[config.mk]
export PLATFORM = sky130hd
export DESIGN_NAME = tftp_server_session
export DESIGN_NICKNAME = d
export VERILOG_FILES = /design/src/design/tss_pkg.sv /design/src/design/tftp_server_session.sv /design/src/design/tss_fifo.sv /design/src/design/tss_front.sv /design/src/design/tss_back.sv
export VERILOG_INCLUDE_DIRS = /design/src /design/src/design
export SDC_FILE = /design/constraint.sdc
export NUM_CORES = 1
export LEC_CHECK = 0
export BUFFER_PORTS_ARGS = -buffer_cell sky130_fd_sc_hd__buf_2
export CORE_MARGIN = 2
export CORE_UTILIZATION = 48
export CTS_BUF_LIST = sky130_fd_sc_hd__clkbuf_8
export DETAILED_ROUTE_END_ITERATION = 7
export PLACE_DENSITY = 0.69
export SYNTH_ARGS = -nofsm -noshare
export SYNTH_HDL_FRONTEND = slang
export SYNTH_HIERARCHICAL = 1
export SYNTH_SLANG_ARGS = --single-unit
[constraint.sdc]
create_clock -name clk -period 10.3 [get_ports clk]
set_input_delay 1.03 -clock clk [delete_from_list [all_inputs] [get_ports clk]]
set_output_delay 1.03 -clock clk [all_outputs]
set_load 0.005 [all_outputs]
[src/design/tftp_server_session_defines.svh]
// ----------------------------------------------------------------------------
// TFTP server session: assertion macros
// Shared helpers for the concurrent checks on the session block.
// ----------------------------------------------------------------------------
`ifndef TFTP_SERVER_SESSION_DEFINES_SVH
`define TFTP_SERVER_SESSION_DEFINES_SVH

// The consequent must hold in the same cycle as the antecedent.
`define TSS_ASSERT_SAME(label, ante, cons) \
	label: assert property (@(posedge clk) disable iff (!arst_n) (ante) |-> (cons)) \
		else $error("tftp session check failed");

// The consequent must hold in the cycle after the antecedent.
`define TSS_ASSERT_NEXT(label, ante, cons) \
	label: assert property (@(posedge clk) disable iff (!arst_n) (ante) |=> (cons)) \
		else $error("tftp session check failed");

`endif

[src/design/tss_pkg.sv]
// ----------------------------------------------------------------------------
// TFTP server session package
// Codes, classified item and result types shared by the session modules.
// ----------------------------------------------------------------------------
package tss_pkg;

	// Action taken for one item.
	typedef enum logic [2:0] {
		ACT_NONE   = 3'd0,
		ACT_ACK    = 3'd1,
		ACT_DATA   = 3'd2,
		ACT_RESEND = 3'd3,
		ACT_ERROR  = 3'd4
	} action_t;

	// Internal reason behind an ERROR packet.
	typedef enum logic [3:0] {
		WHY_NONE        = 4'd0,
		WHY_BUSY        = 4'd1,
		WHY_NAME_LONG   = 4'd2,
		WHY_MODE_LONG   = 4'd3,
		WHY_OPEN_FAIL   = 4'd4,
		WHY_READ_FAIL   = 4'd5,
		WHY_NO_SESSION  = 4'd6,
		WHY_NOT_WRITE   = 4'd7,
		WHY_WRITE_FAIL  = 4'd8,
		WHY_NOT_READ    = 4'd9,
		WHY_WRONG_BLOCK = 4'd10,
		WHY_UNKNOWN_OP  = 4'd11
	} reason_t;

	// Wire error codes.
	localparam logic [2:0] ECODE_NOT_FOUND  = 3'd1;
	localparam logic [2:0] ECODE_ACCESS     = 3'd2;
	localparam logic [2:0] ECODE_ILLEGAL    = 3'd4;
	localparam logic [2:0] ECODE_UNKNOWN_ID = 3'd5;

	// Packet opcodes.
	localparam logic [15:0] OP_RRQ  = 16'd1;
	localparam logic [15:0] OP_WRQ  = 16'd2;
	localparam logic [15:0] OP_DATA = 16'd3;
	localparam logic [15:0] OP_ACK  = 16'd4;

	// Request string check codes.
	localparam logic [1:0] FORM_OK        = 2'd0;
	localparam logic [1:0] FORM_NAME_LONG = 2'd1;

	// Configuration register indexes.
	localparam logic CFG_TIMEOUT = 1'b0;
	localparam logic CFG_RETRY   = 1'b1;

	// Packet class found by the front end.
	typedef enum logic [2:0] {
		KIND_RRQ     = 3'd0,
		KIND_WRQ     = 3'd1,
		KIND_DATA    = 3'd2,
		KIND_ACK     = 3'd3,
		KIND_ILLEGAL = 3'd4
	} kind_t;

	// Classified item passed from the front end to the back end.
	typedef struct packed {
		logic        is_tick;
		kind_t       kind;
		reason_t     form_why;
		logic [31:0] src_addr;
		logic [15:0] src_port;
		logic [15:0] block_in;
		logic        short_data;
		logic        open_ok;
		logic        read_err;
		logic [9:0]  read_bytes;
		logic        write_ok;
	} cls_t;

	// One result item.
	typedef struct packed {
		action_t     action;
		logic [31:0] dest_addr;
		logic [15:0] dest_port;
		logic [15:0] block_out;
		logic [9:0]  data_len;
		logic [2:0]  error_code;
		reason_t     error_reason;
		logic        session_started;
		logic        session_closed;
		logic        write_session;
	} res_t;

	// Configuration register values.
	typedef struct packed {
		logic [15:0] timeout_ticks;
		logic [7:0]  retry_limit;
	} cfg_t;

endpackage

[src/design/tftp_server_session.sv]
// ----------------------------------------------------------------------------
// TFTP server session control
// One-session server: packets and timer ticks in, one action per item out.
// ----------------------------------------------------------------------------
// Usage:
//   Input side is a queue: drive an item (decoded packet when mode is 0,
//   timer tick when mode is 1) and raise push; it is taken at an edge where
//   full is low. Result side is a queue too: while empty is low the oldest
//   result is on the output ports, and pop at such an edge takes it.
//   Every item gives exactly one result, in order.
//   An accepted item is registered in the front queue, decided on by the
//   back end and registered in the result queue before it shows on the ports.
//   Throughput is one item per cycle while the result queue has room: a
//   two-entry queue after the decode stage and a two-entry result queue
//   decouple the sides, and the back end session registers update per taken item.
//   When the receiver stalls, the result queue fills, the back end stops,
//   then the front queue fills and full rises; nothing is lost.
//   Reset clears both queues and the session state; timeout_ticks and
//   retry_limit return to 5. Write them through cfg_write only while idle.
// ----------------------------------------------------------------------------
`include "tftp_server_session_defines.svh"

module tftp_server_session #(
	parameter int BLOCK_BYTES = 512
) (
	input  logic               clk,
	input  logic               arst_n,
	input  logic               cfg_write,
	input  logic               cfg_index,
	input  logic [15:0]        cfg_data,
	input  logic               push,
	output logic               full,
	input  logic               mode,
	input  logic [15:0]        opcode,
	input  logic [31:0]        src_addr,
	input  logic [15:0]        src_port,
	input  logic [15:0]        block_in,
	input  logic [9:0]         payload_len,
	input  logic [1:0]         request_form,
	input  logic               open_ok,
	input  logic signed [10:0] read_len,
	input  logic               write_ok,
	output logic               empty,
	input  logic               pop,
	output logic [2:0]         action,
	output logic [31:0]        dest_addr,
	output logic [15:0]        dest_port,
	output logic [15:0]        block_out,
	output logic [9:0]         data_len,
	output logic [2:0]         error_code,
	output logic [3:0]         error_reason,
	output logic               session_started,
	output logic               session_closed,
	output logic               write_session
);

	tss_pkg::cfg_t cfg_q;
	tss_pkg::cls_t cls;
	tss_pkg::res_t res;
	logic          cls_valid;
	logic          cls_take;

	// Configuration registers.
	always_ff @(posedge clk or negedge arst_n) begin
		if (!arst_n) begin
			cfg_q.timeout_ticks <= 16'd5;
			cfg_q.retry_limit   <= 8'd5;
		end else if (cfg_write) begin
			unique case (cfg_index)
				tss_pkg::CFG_TIMEOUT: cfg_q.timeout_ticks <= cfg_data;
				tss_pkg::CFG_RETRY:   cfg_q.retry_limit   <= cfg_data[7:0];
				default:              cfg_q               <= cfg_q;
			endcase
		end
	end

	// Front end: accept and classify.
	tss_front #(
		.BLOCK_BYTES(BLOCK_BYTES)
	) u_front (
		.clk         (clk),
		.arst_n      (arst_n),
		.push        (push),
		.full        (full),
		.mode        (mode),
		.opcode      (opcode),
		.src_addr    (src_addr),
		.src_port    (src_port),
		.block_in    (block_in),
		.payload_len (payload_len),
		.request_form(request_form),
		.open_ok     (open_ok),
		.read_len    (read_len),
		.write_ok    (write_ok),
		.cls         (cls),
		.cls_valid   (cls_valid),
		.cls_take    (cls_take)
	);

	// Back end: session state and result queue.
	tss_back #(
		.BLOCK_BYTES(BLOCK_BYTES)
	) u_back (
		.clk      (clk),
		.arst_n   (arst_n),
		.cfg      (cfg_q),
		.cls      (cls),
		.cls_valid(cls_valid),
		.cls_take (cls_take),
		.res      (res),
		.empty    (empty),
		.pop      (pop)
	);

	assign action          = res.action;
	assign dest_addr       = res.dest_addr;
	assign dest_port       = res.dest_port;
	assign block_out       = res.block_out;
	assign data_len        = res.data_len;
	assign error_code      = res.error_code;
	assign error_reason    = res.error_reason;
	assign session_started = res.session_started;
	assign session_closed  = res.session_closed;
	assign write_session   = res.write_session;

	// An ERROR result always carries a reason and a wire code.
	`TSS_ASSERT_SAME(a_error_has_reason, !empty && (action == tss_pkg::ACT_ERROR), (error_reason != 4'd0) && (error_code != 3'd0))

	// A result with no packet has no destination and no block.
	`TSS_ASSERT_SAME(a_none_is_clear, !empty && (action == tss_pkg::ACT_NONE), (dest_addr == 32'd0) && (dest_port == 16'd0) && (block_out == 16'd0))

	// Opening and closing together only happens on a read failure.
	`TSS_ASSERT_SAME(a_open_close_read_fail, !empty && session_started && session_closed, error_reason == tss_pkg::WHY_READ_FAIL)

	// A result held back by the receiver stays put.
	`TSS_ASSERT_NEXT(a_result_held, !empty && !pop, !empty && $stable(res))

endmodule

[src/design/tss_fifo.sv]
// ----------------------------------------------------------------------------
// Small register queue
// First-in first-out store of a few items, the oldest shown on rdata.
// ----------------------------------------------------------------------------
module tss_fifo #(
	parameter int WIDTH = 8,
	parameter int DEPTH = 2
) (
	input  logic             clk,
	input  logic             arst_n,
	input  logic             push,
	input  logic [WIDTH-1:0] wdata,
	output logic             full,
	input  logic             pop,
	output logic [WIDTH-1:0] rdata,
	output logic             empty
);

	localparam int AW = (DEPTH > 2) ? $clog2(DEPTH) : 1;
	localparam logic [AW-1:0] LAST = AW'(DEPTH - 1);
	localparam logic [AW:0] FULL_COUNT = (AW + 1)'(DEPTH);

	logic [WIDTH-1:0] mem_q [DEPTH];
	logic [AW-1:0]    wr_ptr_q;
	logic [AW-1:0]    rd_ptr_q;
	logic [AW:0]      count_q;
	logic             do_push;
	logic             do_pop;

	assign full    = (count_q == FULL_COUNT);
	assign empty   = (count_q == '0);
	assign do_push = push && !full;
	assign do_pop  = pop && !empty;
	assign rdata   = mem_q[rd_ptr_q];

	// Storage is payload only and needs no reset.
	always_ff @(posedge clk) begin
		if (do_push) begin
			mem_q[wr_ptr_q] <= wdata;
		end
	end

	// Pointers and fill count.
	always_ff @(posedge clk or negedge arst_n) begin
		if (!arst_n) begin
			wr_ptr_q <= '0;
			rd_ptr_q <= '0;
			count_q  <= '0;
		end else begin
			if (do_push) begin
				wr_ptr_q <= (wr_ptr_q == LAST) ? '0 : wr_ptr_q + 1'b1;
			end
			if (do_pop) begin
				rd_ptr_q <= (rd_ptr_q == LAST) ? '0 : rd_ptr_q + 1'b1;
			end
			if (do_push && !do_pop) begin
				count_q <= count_q + 1'b1;
			end else if (do_pop && !do_push) begin
				count_q <= count_q - 1'b1;
			end
		end
	end

endmodule

[src/design/tss_front.sv]
// ----------------------------------------------------------------------------
// TFTP session front end
// Accepts items, decodes opcode and file layer results, and queues them.
// ----------------------------------------------------------------------------
module tss_front #(
	parameter int BLOCK_BYTES = 512
) (
	input  logic               clk,
	input  logic               arst_n,
	input  logic               push,
	output logic               full,
	input  logic               mode,
	input  logic [15:0]        opcode,
	input  logic [31:0]        src_addr,
	input  logic [15:0]        src_port,
	input  logic [15:0]        block_in,
	input  logic [9:0]         payload_len,
	input  logic [1:0]         request_form,
	input  logic               open_ok,
	input  logic signed [10:0] read_len,
	input  logic               write_ok,
	output tss_pkg::cls_t      cls,
	output logic               cls_valid,
	input  logic               cls_take
);

	localparam logic [16:0] BB = 17'(BLOCK_BYTES);

	tss_pkg::cls_t           cls_in;
	logic [$bits(cls_in)-1:0] cls_bits;
	logic                     q_empty;

	// Classify the incoming item.
	always_comb begin
		cls_in            = '0;
		cls_in.is_tick    = mode;
		cls_in.src_addr   = src_addr;
		cls_in.src_port   = src_port;
		cls_in.block_in   = block_in;
		cls_in.open_ok    = open_ok;
		cls_in.write_ok   = write_ok;
		cls_in.short_data = ({7'd0, payload_len} < BB);
		cls_in.read_err   = read_len[10];
		if ({7'd0, read_len[9:0]} > BB) begin
			cls_in.read_bytes = BB[9:0];
		end else begin
			cls_in.read_bytes = read_len[9:0];
		end
		unique case (request_form)
			tss_pkg::FORM_OK:        cls_in.form_why = tss_pkg::WHY_NONE;
			tss_pkg::FORM_NAME_LONG: cls_in.form_why = tss_pkg::WHY_NAME_LONG;
			default:                 cls_in.form_why = tss_pkg::WHY_MODE_LONG;
		endcase
		unique case (opcode)
			tss_pkg::OP_RRQ:  cls_in.kind = tss_pkg::KIND_RRQ;
			tss_pkg::OP_WRQ:  cls_in.kind = tss_pkg::KIND_WRQ;
			tss_pkg::OP_DATA: cls_in.kind = tss_pkg::KIND_DATA;
			tss_pkg::OP_ACK:  cls_in.kind = tss_pkg::KIND_ACK;
			default:          cls_in.kind = tss_pkg::KIND_ILLEGAL;
		endcase
	end

	// Queue between the front and back ends.
	tss_fifo #(
		.WIDTH($bits(cls_in)),
		.DEPTH(2)
	) u_cls_q (
		.clk   (clk),
		.arst_n(arst_n),
		.push  (push),
		.wdata (cls_in),
		.full  (full),
		.pop   (cls_take),
		.rdata (cls_bits),
		.empty (q_empty)
	);

	assign cls       = tss_pkg::cls_t'(cls_bits);
	assign cls_valid = !q_empty;

endmodule

[src/design/tss_back.sv]
// ----------------------------------------------------------------------------
// TFTP session back end
// Holds the session state, decides one action per item and queues results.
// ----------------------------------------------------------------------------
module tss_back #(
	parameter int BLOCK_BYTES = 512
) (
	input  logic          clk,
	input  logic          arst_n,
	input  tss_pkg::cfg_t cfg,
	input  tss_pkg::cls_t cls,
	input  logic          cls_valid,
	output logic          cls_take,
	output tss_pkg::res_t res,
	output logic          empty,
	input  logic          pop
);

	localparam logic [16:0] BB = 17'(BLOCK_BYTES);

	// Session state.
	logic        open_q;
	logic [31:0] peer_addr_q;
	logic [15:0] peer_port_q;
	logic        is_write_q;
	logic [15:0] cur_block_q;
	logic        have_last_q;
	logic [9:0]  last_bytes_q;
	logic [31:0] elapsed_q;
	logic [7:0]  retry_q;

	logic        open_d;
	logic [31:0] peer_addr_d;
	logic [15:0] peer_port_d;
	logic        is_write_d;
	logic [15:0] cur_block_d;
	logic        have_last_d;
	logic [9:0]  last_bytes_d;
	logic [31:0] elapsed_d;
	logic [7:0]  retry_d;

	tss_pkg::res_t           res_d;
	logic [$bits(res_d)-1:0] res_bits;
	logic                    out_full;
	logic                    foreign;
	logic                    want_block;
	logic [15:0]             blk_sel;

	assign cls_take = cls_valid && !out_full;
	assign foreign  = ((peer_port_q != '0) && (cls.src_port != peer_port_q)) ||
	                  ((peer_addr_q != '0) && (cls.src_addr != peer_addr_q));

	// Decision logic for the item at the head of the queue.
	always_comb begin
		open_d       = open_q;
		peer_addr_d  = peer_addr_q;
		peer_port_d  = peer_port_q;
		is_write_d   = is_write_q;
		cur_block_d  = cur_block_q;
		have_last_d  = have_last_q;
		last_bytes_d = last_bytes_q;
		elapsed_d    = elapsed_q;
		retry_d      = retry_q;
		res_d        = '0;
		want_block   = 1'b0;
		blk_sel      = cur_block_q;

		if (cls.is_tick) begin
			// Timer tick: resend the stored block or give up.
			elapsed_d = elapsed_q + 32'd1;
			if (open_q && (elapsed_d > {16'd0, cfg.timeout_ticks})) begin
				if (have_last_q && (retry_q < cfg.retry_limit)) begin
					res_d.action    = tss_pkg::ACT_RESEND;
					res_d.dest_addr = peer_addr_q;
					res_d.dest_port = peer_port_q;
					res_d.block_out = cur_block_q;
					res_d.data_len  = last_bytes_q;
					retry_d         = retry_q + 8'd1;
				end else begin
					res_d.session_closed = 1'b1;
				end
			end
		end else if (foreign) begin
			res_d.action       = tss_pkg::ACT_ERROR;
			res_d.dest_addr    = cls.src_addr;
			res_d.dest_port    = cls.src_port;
			res_d.error_code   = tss_pkg::ECODE_ACCESS;
			res_d.error_reason = tss_pkg::WHY_BUSY;
		end else begin
			elapsed_d = '0;
			retry_d   = '0;
			case (cls.kind) inside
				tss_pkg::KIND_RRQ, tss_pkg::KIND_WRQ: begin
					if (open_q) begin
						res_d.action       = tss_pkg::ACT_ERROR;
						res_d.error_code   = tss_pkg::ECODE_ACCESS;
						res_d.error_reason = tss_pkg::WHY_BUSY;
					end else if (cls.form_why != tss_pkg::WHY_NONE) begin
						res_d.action       = tss_pkg::ACT_ERROR;
						res_d.error_code   = tss_pkg::ECODE_ACCESS;
						res_d.error_reason = cls.form_why;
					end else begin
						cur_block_d = 16'd1;
						if (!cls.open_ok) begin
							res_d.action       = tss_pkg::ACT_ERROR;
							res_d.error_code   = tss_pkg::ECODE_NOT_FOUND;
							res_d.error_reason = tss_pkg::WHY_OPEN_FAIL;
						end else begin
							open_d                = 1'b1;
							peer_addr_d           = cls.src_addr;
							peer_port_d           = cls.src_port;
							res_d.session_started = 1'b1;
							if (cls.kind == tss_pkg::KIND_WRQ) begin
								is_write_d      = 1'b1;
								res_d.action    = tss_pkg::ACT_ACK;
								res_d.dest_addr = cls.src_addr;
								res_d.dest_port = cls.src_port;
							end else begin
								is_write_d = 1'b0;
								want_block = 1'b1;
								blk_sel    = 16'd1;
							end
						end
					end
				end
				tss_pkg::KIND_DATA: begin
					if (!open_q) begin
						res_d.action       = tss_pkg::ACT_ERROR;
						res_d.error_code   = tss_pkg::ECODE_ACCESS;
						res_d.error_reason = tss_pkg::WHY_NO_SESSION;
					end else if (!is_write_q) begin
						res_d.action       = tss_pkg::ACT_ERROR;
						res_d.error_code   = tss_pkg::ECODE_ACCESS;
						res_d.error_reason = tss_pkg::WHY_NOT_WRITE;
					end else begin
						if (!cls.write_ok) begin
							res_d.action         = tss_pkg::ACT_ERROR;
							res_d.error_code     = tss_pkg::ECODE_ACCESS;
							res_d.error_reason   = tss_pkg::WHY_WRITE_FAIL;
							res_d.session_closed = 1'b1;
						end else begin
							res_d.action    = tss_pkg::ACT_ACK;
							res_d.dest_addr = peer_addr_q;
							res_d.dest_port = peer_port_q;
							res_d.block_out = cls.block_in;
						end
						if (cls.short_data) begin
							res_d.session_closed = 1'b1;
						end
					end
				end
				tss_pkg::KIND_ACK: begin
					if (!open_q) begin
						res_d.action       = tss_pkg::ACT_ERROR;
						res_d.error_code   = tss_pkg::ECODE_ACCESS;
						res_d.error_reason = tss_pkg::WHY_NO_SESSION;
					end else if (is_write_q) begin
						res_d.action       = tss_pkg::ACT_ERROR;
						res_d.error_code   = tss_pkg::ECODE_ACCESS;
						res_d.error_reason = tss_pkg::WHY_NOT_READ;
					end else if (cls.block_in != cur_block_q) begin
						res_d.action       = tss_pkg::ACT_ERROR;
						res_d.error_code   = tss_pkg::ECODE_UNKNOWN_ID;
						res_d.error_reason = tss_pkg::WHY_WRONG_BLOCK;
					end else if (have_last_q && ({7'd0, last_bytes_q} != BB)) begin
						res_d.session_closed = 1'b1;
					end else begin
						cur_block_d = cur_block_q + 16'd1;
						want_block  = 1'b1;
						blk_sel     = cur_block_d;
					end
				end
				default: begin
					res_d.action       = tss_pkg::ACT_ERROR;
					res_d.error_code   = tss_pkg::ECODE_ILLEGAL;
					res_d.error_reason = tss_pkg::WHY_UNKNOWN_OP;
				end
			endcase

			// Fetch of the next data block: send it, or fail and close.
			if (want_block) begin
				if (cls.read_err) begin
					res_d.action         = tss_pkg::ACT_ERROR;
					res_d.error_code     = tss_pkg::ECODE_ACCESS;
					res_d.error_reason   = tss_pkg::WHY_READ_FAIL;
					res_d.session_closed = 1'b1;
				end else begin
					have_last_d     = 1'b1;
					last_bytes_d    = cls.read_bytes;
					res_d.action    = tss_pkg::ACT_DATA;
					res_d.dest_addr = peer_addr_d;
					res_d.dest_port = peer_port_d;
					res_d.block_out = blk_sel;
					res_d.data_len  = cls.read_bytes;
				end
			end

			// Errors always go back to the packet source.
			if (res_d.action == tss_pkg::ACT_ERROR) begin
				res_d.dest_addr = cls.src_addr;
				res_d.dest_port = cls.src_port;
			end
		end

		// A close drops the peer and the stored block.
		if (res_d.session_closed) begin
			open_d       = 1'b0;
			peer_addr_d  = '0;
			peer_port_d  = '0;
			have_last_d  = 1'b0;
			last_bytes_d = '0;
		end
		res_d.write_session = is_write_d;
	end

	// State update when an item is taken.
	always_ff @(posedge clk or negedge arst_n) begin
		if (!arst_n) begin
			open_q       <= 1'b0;
			peer_addr_q  <= '0;
			peer_port_q  <= '0;
			is_write_q   <= 1'b0;
			cur_block_q  <= '0;
			have_last_q  <= 1'b0;
			last_bytes_q <= '0;
			elapsed_q    <= '0;
			retry_q      <= '0;
		end else if (cls_take) begin
			open_q       <= open_d;
			peer_addr_q  <= peer_addr_d;
			peer_port_q  <= peer_port_d;
			is_write_q   <= is_write_d;
			cur_block_q  <= cur_block_d;
			have_last_q  <= have_last_d;
			last_bytes_q <= last_bytes_d;
			elapsed_q    <= elapsed_d;
			retry_q      <= retry_d;
		end
	end

	// Result queue towards the receiver.
	tss_fifo #(
		.WIDTH($bits(res_d)),
		.DEPTH(2)
	) u_res_q (
		.clk   (clk),
		.arst_n(arst_n),
		.push  (cls_take),
		.wdata (res_d),
		.full  (out_full),
		.pop   (pop),
		.rdata (res_bits),
		.empty (empty)
	);

	assign res = tss_pkg::res_t'(res_bits);

endmodule

Word level (Yosys, flattened, before mapping)
Memory sizes are Yosys's and may differ from the RTL's.
Index checks and enable logic that the tools add are counted.
{"block": "word_totals", "wordCells": 257, "inputBits": 128, "mem_count": 2, "ram_bits": 342, "out_inout_bits": 89, "regBits": 149}
{"block": "op_classes", "n_mux": 154, "addsub": 11, "n_eq_ne": 23, "n_lt_le_gt_ge": 4, "bitwise": 3, "n_reduce_logical": 43}
{"memory": "u_back.u_res_q.mem_q", "words": 2, "width": 87, "read_ports": 1, "rd_ports_with_merged_regs": 0, "wr": 1, "line": "tss_fifo.sv:23", "source": "logic [WIDTH-1:0] mem_q [DEPTH];"}
{"memory": "u_front.u_cls_q.mem_q", "words": 2, "width": 84, "read_ports": 1, "rd_ports_with_merged_regs": 0, "wr": 1, "line": "tss_fifo.sv:23"}
{"operator": "16-bit two-way mux", "n": 23}
{"operator": "32-bit two-way mux", "n": 9}
{"operator": "48-bit two-way mux", "n": 6}
{"operator": "84-bit two-way mux", "n": 3}
{"operator": "64-bit two-way mux", "n": 3}
{"operator": "76-bit two-way mux", "n": 2}
{"operator": "7-bit two-way mux", "n": 12}
{"operator": "77-bit two-way mux", "n": 1}
{"operator": "74-bit two-way mux", "n": 1}
{"operator": "10-bit two-way mux", "n": 6}
{"operator": "1-bit two-way mux", "n": 58}
{"operator": "51-bit two-way mux", "n": 1}
{"operator": "49-bit two-way mux", "n": 1}
{"operator": "8-bit two-way mux", "n": 5}
{"operator": "3-bit two-way mux", "n": 13}
{"operator": "32-bit by 1-bit adder with 32-bit output (second input constant)", "n": 1}
{"operator": "16-bit by 2-bit equality test with 1-bit output (second input constant)", "n": 2}
{"operator": "32-bit by 16-bit greater-than comparator with 1-bit output", "n": 1}
{"operator": "16-bit inequality test", "n": 2}
{"operator": "32-bit inequality test", "n": 1}
{"operator": "32-bit nonzero test", "n": 1}
{"operator": "26-bit two-way mux", "n": 1}
{"operator": "16-bit by 1-bit adder with 16-bit output (second input constant)", "n": 1}
{"operator": "16-bit by 1-bit equality test with 1-bit output (second input constant)", "n": 1}
{"operator": "other kinds (35)", "n": 83}

Depth between registers and ports, before layout
Gate-level depths: netlist (run 1).
{"block": "logic_depth", "depth_word": 18, "depth_mapped": 17, "mapped_depth_nobuf": 15}

Hierarchy
The synthesis (run 1) kept the hierarchy.
{"module": "tss_back", "area_per_inst_um2": 8619.5, "cells_each": 997, "instances": 1}
{"module": "tss_fifo (u_back.u_res_q)", "area_per_inst_um2": 6551.3, "cells_each": 290, "instances": 1}
{"module": "tss_fifo (u_front.u_cls_q)", "area_per_inst_um2": 6523.8, "cells_each": 287, "instances": 1}
{"module": "tftp_server_session", "area_per_inst_um2": 949.7, "cells_each": 52, "instances": 1}
{"module": "tss_front", "area_per_inst_um2": 171.4, "cells_each": 28, "instances": 1}

Worst setup path after synthesis (run 1)
Ideal clock, no wire load.
{"block": "synth_path", "path_kind": "reg2reg", "from": "reg u_back.u_res_q.count_q[0]", "to": "mem u_back/u_res_q/mem_q[0][0] (netlist bit), enable pin", "arrival_ps": 4804, "required_time_ps": 9767, "setup_ps": 533, "setup_slack_ps": 4963, "path_stages_with_launch": 8, "n_path_buf": 1, "cell_sequence": "dfrtp_1 > nand2b_1 > inv_1 > nand2b_1 > clkbuf_1 > clkinv_1 > nand2_1 > nor2_1"}
{"block": "synth_via", "elab_chain_cells": 6}
{"item": "start, declared", "line": "tss_fifo.sv:26", "source": "logic [AW:0] count_q;"}
{"item": "start signal, assigned", "line": "tss_fifo.sv:57", "source": "count_q <= count_q + 1'b1;"}
{"item": "start signal, assigned", "line": "tss_fifo.sv:59", "source": "count_q <= count_q - 1'b1;"}
{"item": "2-bit equality test", "line": "tss_fifo.sv:30", "source": "assign full = (count_q == FULL_COUNT);"}
{"item": "named net u_back.out_full", "line": "tss_back.sv:44", "source": "logic out_full;"}
{"item": "1-bit logical NOT", "line": "tss_back.sv:49", "source": "assign cls_take = cls_valid && !out_full;"}
{"item": "1-bit logical AND", "line": "tss_back.sv:49"}
{"item": "named net cls_take", "line": "tftp_server_session.sv:61", "source": "logic cls_take;"}
{"item": "1-bit logical AND", "line": "tss_fifo.sv:32", "source": "assign do_push = push && !full;"}
{"item": "1-bit two-way mux", "line": "tss_fifo.sv:38", "source": "if (do_push) begin"}
{"item": "1-bit two-way mux (not written as such)", "line": "tss_fifo.sv:39", "source": "mem_q[wr_ptr_q] <= wdata;"}
{"item": "end, declared", "line": "tss_fifo.sv:23"}
The timed path passes the listed nets, and every way through them passes these cells.

==> impl_metrics.tcl, run 1 <==
set metrics [dict create \
    run_status "finished, final reports clean" \
    layout_common_cells "sky130_fd_sc_hd__edfxtp_1 (346), sky130_fd_sc_hd__buf_2 (206), sky130_fd_sc_hd__dfrtp_1 (143), sky130_fd_sc_hd__a22o_1 (142), sky130_fd_sc_hd__mux2_2 (140)" \
    report.final.hold_viol_count 0 \
    fp.dieW_um 222 \
    tritoncts_clock_tree "built" \
    globalplace.congestion 0.909 \
    reg2reg_to "u_back/cur_block_q[1]" \
    synth_top_cell_by_area "sky130_fd_sc_hd__edfxtp_1" \
    htreeDepth 3 \
    cts.repair_timing.setup_buffer_count 0 \
    fp.dieArea_um2 49300 \
    timing.critical_path.fanout_max 45 \
    timing.max_cap.violations 0 \
    drc_errors 0 \
    cts.sink_count 495 \
    portBuffers 207 \
    synth_cell_types 73 \
    ioPinCount 217 \
    cp.arrival_ns 6.33 \
    power.leakage_nw 10.6 \
    grt_pass1_wl_mm 84.7 \
    clockBufferDepth 3 \
    synth_async_sr_flop_share_pct 30.1 \
    worst-setup-path-type "reg2reg" \
    grt_util_all_layers_pct 22.0 \
    design.final.nets 2030 \
    fin_tns_setup_ns 0 \
    detail_route.vias_per_cell 5.76 \
    rr_startpoint "u_front/u_cls_q/rd_ptr_q" \
    synth.yosys.warnings 6 \
    drive_gt1_share_pct 29.7 \
    vdd_ir_drop_max_uv 335 \
    seq_area_frac_synth_pct 61.9 \
    p_total_mw 7.84 \
    routed_wire_length_per_instance_um 21.2 \
    drt_iter0_drc 1048 \
    synth_edf_count 346 \
    grt_start_max_net_pins 82 \
    initial_utilization_pct 48.8 \
    max_freq_mhz 173 \
    ff2ff_setup_slack_ns 4.53 \
    synth_top_flop_cell "sky130_fd_sc_hd__edfxtp_1" \
    hold_path.class "in2async" \
    critical_path.startpoint "u_front/u_cls_q/rd_ptr_q" \
    ant_nets 0 \
    numCtsBuffers 83 \
    placementRows 79 \
    worst-slew-pin-transition_ns 1.27 \
    timing.final.crit_period_ns 5.77 \
    place.detailed.hpwl_mm 35.7 \
    layout_commonest_cell "sky130_fd_sc_hd__edfxtp_1" \
    synth_cells 1654 \
    layout_worst_path_cycle_share_pct 56.0 \
    number_of_hold_buffers_added_after_cts 0 \
    worstPathRequired_ns 10.86 \
    postRouteWirelength_mm 54.2 \
    yosys-top-cells-area "sky130_fd_sc_hd__edfxtp_1 (46%), sky130_fd_sc_hd__dfrtp_1 (16%), sky130_fd_sc_hd__mux2_2 (6.9%), sky130_fd_sc_hd__a22o_1 (5.5%), sky130_fd_sc_hd__mux2_4 (3.9%)" \
    core_area_um2 46800 \
    synthToLayoutAreaGrowth_pct 14.3 \
    slew_viols_final 0 \
    rsz0062_at_grt "false" \
    slew_headroom_pct 15.2 \
    worstSkewPairLatency_ns 0.67 \
    grt_pass1_vias 14800 \
    grt_remaining_overflow 0 \
    worst_r2r_path_depth 11 \
    post_synth.cell_area_avg_um2 13.8 \
    die_h_um 222 \
    ff_latch_count_synth 495 \
    cts_resized 0 \
    critical_path_source_type "flip-flop" \
    synth_largest_type_area_fraction_pct 45.5 \
    antenna_found_initial 3 \
    clockRootBuffer "sky130_fd_sc_hd__clkbuf_8" \
    crit_path_end_kind "flip-flop" \
    power.density_cell_area_nw_per_um2 301 \
    timing.clock.skew_ns 0.0407 \
    firstDrtPassIters 5 \
    path_clk_slew_ns 0.06 \
    dr_total_vias 14700 \
    setup_violations 0 \
    synth.cell_area_um2 22800 \
]
[synthesized netlist by cell type (7+ instances only)]
cell type	instances
sky130_fd_sc_hd__and3_1	16
sky130_fd_sc_hd__nor4_1	39
sky130_fd_sc_hd__clkbuf_1	57
sky130_fd_sc_hd__nand3_1	31
sky130_fd_sc_hd__edfxtp_1	346
sky130_fd_sc_hd__xnor2_1	20
sky130_fd_sc_hd__nor2b_1	14
sky130_fd_sc_hd__and2_1	10
sky130_fd_sc_hd__buf_6	14
sky130_fd_sc_hd__nor2_1	67
sky130_fd_sc_hd__nor3_1	21
sky130_fd_sc_hd__ha_1	28
sky130_fd_sc_hd__o2bb2ai_1	7
sky130_fd_sc_hd__nand4_1	29
sky130_fd_sc_hd__inv_1	43
sky130_fd_sc_hd__mux2_2	140
sky130_fd_sc_hd__a22o_1	142
sky130_fd_sc_hd__mux2_4	60
sky130_fd_sc_hd__nand2_1	91
sky130_fd_sc_hd__a31oi_1	8
sky130_fd_sc_hd__o21ai_0	70
sky130_fd_sc_hd__buf_2	17
sky130_fd_sc_hd__and4_1	8
sky130_fd_sc_hd__a21o_1	9
sky130_fd_sc_hd__o31ai_1	10
sky130_fd_sc_hd__a21oi_1	38
sky130_fd_sc_hd__xor2_1	75
sky130_fd_sc_hd__dfrtp_1	145
[worst max-delay path, stage by stage (launching register included)]
cell and delay (ns):
sky130_fd_sc_hd__dfrtp_4 0.96, sky130_fd_sc_hd__buf_4 0.65, sky130_fd_sc_hd__mux2_2 0.45, sky130_fd_sc_hd__xor2_1 0.17, sky130_fd_sc_hd__nor4_1 0.42, sky130_fd_sc_hd__nand4_1 0.14, sky130_fd_sc_hd__o22ai_1 0.53, sky130_fd_sc_hd__and3_1 0.56
sky130_fd_sc_hd__nand2_1 0.33, sky130_fd_sc_hd__a21oi_1 0.86, sky130_fd_sc_hd__o21ai_0 0.27, sky130_fd_sc_hd__a32o_1 0.28
[kinds of logic (layout without fill, tap and decap cells)]
family          count (synthesis)  count (layout)  synth area share, %
flops                         495             495                 61.9
simple gates                  369             369                 8.63
compound gates                328             328                 10.5
mux                           201             201                 10.9
buf+inv                       137             425                 2.91
xor+xnor                       95              95                 3.65
fa+ha+maj                      28              28                 1.54
other cells                     1               7               0.0164
[layer usage]
layer / global-route usage (%) / vias to the layer above / part of all wire [%]
li1: - / 6780 / -
met5: 0 / - / 0
met1: 29.9 / 7346 / 44
met2: 35.4 / 496 / 48
met3: 4.16 / 85 / 5.6
met4: 7.80 / 0 / 2.3
[through the flow]
step	hold WS (ns)	setup WS [ns]	util, %	cell area [µm²]	cells
floorplan	0.461	4.96	-	22800	1657
global placement	0.490	4.58	52.1	24300	2396
detailed placement	0.494	4.54	52.1	24300	2396
CTS	0.435	4.55	55.8	26100	2552
global route	0.484	4.30	55.8	26100	2554
finish	0.456	4.53	55.8	26100	2555
[sequential cells by signal, indices dropped and copies added, names as in the netlist]
| register | cells |
|---|---|
| u_back/u_res_q/mem_q | 174 |
| u_front/u_cls_q/mem_q | 172 |
| u_back/elapsed_q | 32 |
| u_back/peer_addr_q | 32 |
| cfg_q | 24 |
| u_back/cur_block_q | 16 |
| u_back/peer_port_q | 16 |
| u_back/last_bytes_q | 10 |
| u_back/retry_q | 8 |
| u_back/u_res_q/count_q | 2 |
| u_front/u_cls_q/count_q | 2 |
| u_back/have_last_q | 1 |
| u_back/is_write_q | 1 |
| u_back/open_q | 1 |
| u_back/u_res_q/rd_ptr_q | 1 |
| u_back/u_res_q/wr_ptr_q | 1 |
| u_front/u_cls_q/rd_ptr_q | 1 |
| u_front/u_cls_q/wr_ptr_q | 1 |
[layout make-up]
class	count	area (µm²)
diodes	3	7.51
clock buffers	92	1270
clock inverters	64	460
fillers	3855	20700
inverters	44	165
multi-input cells	1025	8110
flip-flops and latches	495	14100
well taps	607	759
repair buffers	225	1180
[report_power, final]
group	switching (mW)	internal, mW
Clock	0.804	0.984
Sequential	0.289	2.91
Combinational	1.75	1.10
Total	2.84	5.00
[worst max-delay path by stage]
stage	to	slack (ns)	depth (start not counted)
global placement	u_back/cur_block_q[1]	4.58	11
floorplan	u_back/u_res_q/mem_q[0][0]	4.96	7
global route	u_back/cur_block_q[1]	4.30	11
finish	u_back/cur_block_q[1]	4.53	11
CTS	u_back/cur_block_q[1]	4.55	11
detailed placement	u_back/cur_block_q[1]	4.54	11
(Power assumes the default switching activity.)
==> inputs of run 2 (changes only) <==
- clock period: 10.3 -> 5.8 ns (I/O delays scaled with it)
==> impl_metrics.tcl, run 2 (synthesis gave the netlist of run 1 again) <==
set metrics [dict create \
    initial_utilization_pct 48.8 \
    synthToLayoutAreaGrowth_pct 14.4 \
    grt_pass1_wl_mm 84.4 \
    final_cell_area_um2 26100 \
    ioPinCount 217 \
    ant_nets 0 \
    cts.sink_count 495 \
    run_status "finished, final reports clean" \
    vdd_ir_drop_max_uv 378 \
    die_h_um 222 \
    core_area_um2 46800 \
    slew_headroom_pct 30.3 \
    timing.final.crit_period_ns 4.93 \
    max_freq_mhz 203 \
    layout_commonest_cell "sky130_fd_sc_hd__edfxtp_1" \
    fp.dieW_um 222 \
    dpl.cell_count 2410 \
    layout_worst_path_cycle_share_pct 85.0 \
    worstSkewPairLatency_ns 0.67 \
    pre_cts_setup_slack_ns 0.964 \
    grt_util_all_layers_pct 22.2 \
    fin_tns_setup_ns 0 \
    drive_gt1_share_pct 29.6 \
    slew_viols_final 0 \
    grt_start_max_net_pins 77 \
    rsz0062_at_grt "false" \
    registers_with_the_highest_flip_flop_counts "u_back/u_res_q/mem_q x174, u_front/u_cls_q/mem_q x172" \
    antennaDiodeCount 0 \
    grt_remaining_overflow 0 \
    switching_share_pct 36.7 \
    place.detailed.hpwl_mm 36.3 \
    firstDrtPassIters 5 \
    clockBufferDepth 3 \
    antenna_found_initial 0 \
    clockRootBuffer "sky130_fd_sc_hd__clkbuf_8" \
    drc_errors 0 \
    most_flops_register "u_back/u_res_q/mem_q" \
    cp.arrival_ns 5.32 \
    setup_violations 0 \
    htreeDepth 3 \
    routed_wire_length_per_instance_um 21.2 \
    worstPathRequired_ns 6.19 \
    timing.clock.skew_ns 0.0305 \
    layout_common_cells "sky130_fd_sc_hd__edfxtp_1 (346), sky130_fd_sc_hd__buf_2 (206), sky130_fd_sc_hd__dfrtp_1 (143), sky130_fd_sc_hd__a22o_1 (142), sky130_fd_sc_hd__mux2_2 (140)" \
    globalplace.congestion 0.916 \
    numCtsBuffers 82 \
    place_area_um2 24500 \
    design.final.nets 2044 \
    grt_pass1_vias 15000 \
    combinationalPowerShare_pct 37.8 \
    path_clk_slew_ns 0.06 \
    power.density_cell_area_nw_per_um2 536 \
    internal-power_mw 8.87 \
    max_reg_flops 174 \
    clock_power_share_pct 21.5 \
    portBuffers 207 \
    placementRows 79 \
    fp.dieArea_um2 49300 \
    worst-setup-path-type "reg2reg" \
    dr_total_vias 14700 \
    postRouteWirelength_mm 54.4 \
    power.leakage_nw 10.6 \
    critical_path_source_type "flip-flop" \
    timing.max_cap.violations 0 \
    drt_iter0_drc 1145 \
    hold_path.class "in2reg" \
    power.net_switching_mw 5.14 \
    layoutNonFillerInstCount 2560 \
    power.share.sequential_pct 40.7 \
    timing.critical_path.fanout_max 34 \
    post-route-worst-setup-slack_ns 0.870 \
    tritoncts_clock_tree "built" \
    detail_route.vias_per_cell 5.75 \
    report.final.hold_viol_count 0 \
    crit_path_end_kind "flip-flop" \
    cts.repair_timing.setup_buffer_count 0 \
    worst-slew-pin-transition_ns 1.04 \
]
## run 2: cell count changes in the layout (fill, tap and decap cells not counted), sizes merged
cell and change:
buf +14, dlygate4sd3 +1, bufinv -2, inv +3, clkinv -6, clkinvlp +1, clkbuf -3, diode -3
## run 2: path summary, 6_finish.rpt
kind / startpoint / to / slack [ns] / cells after the start
worst min-delay path: block_in[1] / u_front/u_cls_q/mem_q[0][15] / 0.1 / 1
min in group asynchronous: arst_n / u_back/peer_port_q[6] / 0.32 / 2
worst max-delay path: u_back/elapsed_q[0] / u_back/u_res_q/mem_q[0][45] / 0.87 / 15
max in group asynchronous: arst_n / u_front/u_cls_q/rd_ptr_q / 4.27 / 3
worst min register to register: cfg_q[3] / cfg_q[3] / 0.50 / 1
worst max register to register: u_back/elapsed_q[0] / u_back/u_res_q/mem_q[0][45] / 0.87 / 15
## run 2: what timing repair did
action | CTS | global route
endpoints found under the hold margin | 6 | 0
resized for setup | 0 | 0
setup endpoints to repair | 0 | 0
hold buffers | 1 | 0
## run 2: power by group through the flow
stage	sequential, mW	clock (mW)	combinational (mW)
6_report	5.70	3.01	5.29
2_1_floorplan	5.58	0	3.41
3_5_place_dp	5.77	0	5.28
3_3_place_gp	5.71	0	5.20
5_1_grt	5.81	3.27	5.66
4_1_cts	5.71	3.10	5.32
## run 2: critical path, cell delays in order (launching register included)
cell	delay [ns]
sky130_fd_sc_hd__dfrtp_1	0.47
sky130_fd_sc_hd__nand4_1	0.22
sky130_fd_sc_hd__nor3_2	0.51
sky130_fd_sc_hd__and3_1	0.24
sky130_fd_sc_hd__xor2_1	0.23
sky130_fd_sc_hd__ha_1	0.29
sky130_fd_sc_hd__a21o_1	0.18
sky130_fd_sc_hd__a21o_1	0.17
sky130_fd_sc_hd__a221o_1	0.30
sky130_fd_sc_hd__o31ai_1	0.34
sky130_fd_sc_hd__nand3_1	0.21
sky130_fd_sc_hd__or4_4	0.61
sky130_fd_sc_hd__nand2b_4	0.18
sky130_fd_sc_hd__o21ai_4	0.18
sky130_fd_sc_hd__buf_12	0.23
sky130_fd_sc_hd__a22o_1	0.23
## run 2: through the flow
step | power, mW | util (%) | hold slack, ns
floorplan | 8.98 | - | 0.284
global placement | 10.9 | 52.4 | 0.378
detailed placement | 11.1 | 52.4 | 0.380
CTS | 14.1 | 55.8 | 0.0400
global route | 14.7 | 55.8 | 0.0565
finish | 14.0 | 55.8 | 0.0998
## run 2: cell type report
cell class / instances / area, µm²
well taps: 607 / 759
multi-input cells: 1025 / 8110
fillers: 3826 / 20600
clock inverters: 60 / 390
repair buffers: 240 / 1330
clock buffers: 89 / 1220
inverters: 44 / 165
flip-flops and latches: 495 / 14100
## run 2: per-layer routing
metal	share of wire, %	routed length, µm	GRT usage [%]	vias to the layer above
li1	-	-	-	6791
met1	42	23000	28.9	7309
met2	49	26500	37.2	525
met3	5.9	3220	3.62	85
met4	2.9	1590	8.91	0
met5	0	0	0	-
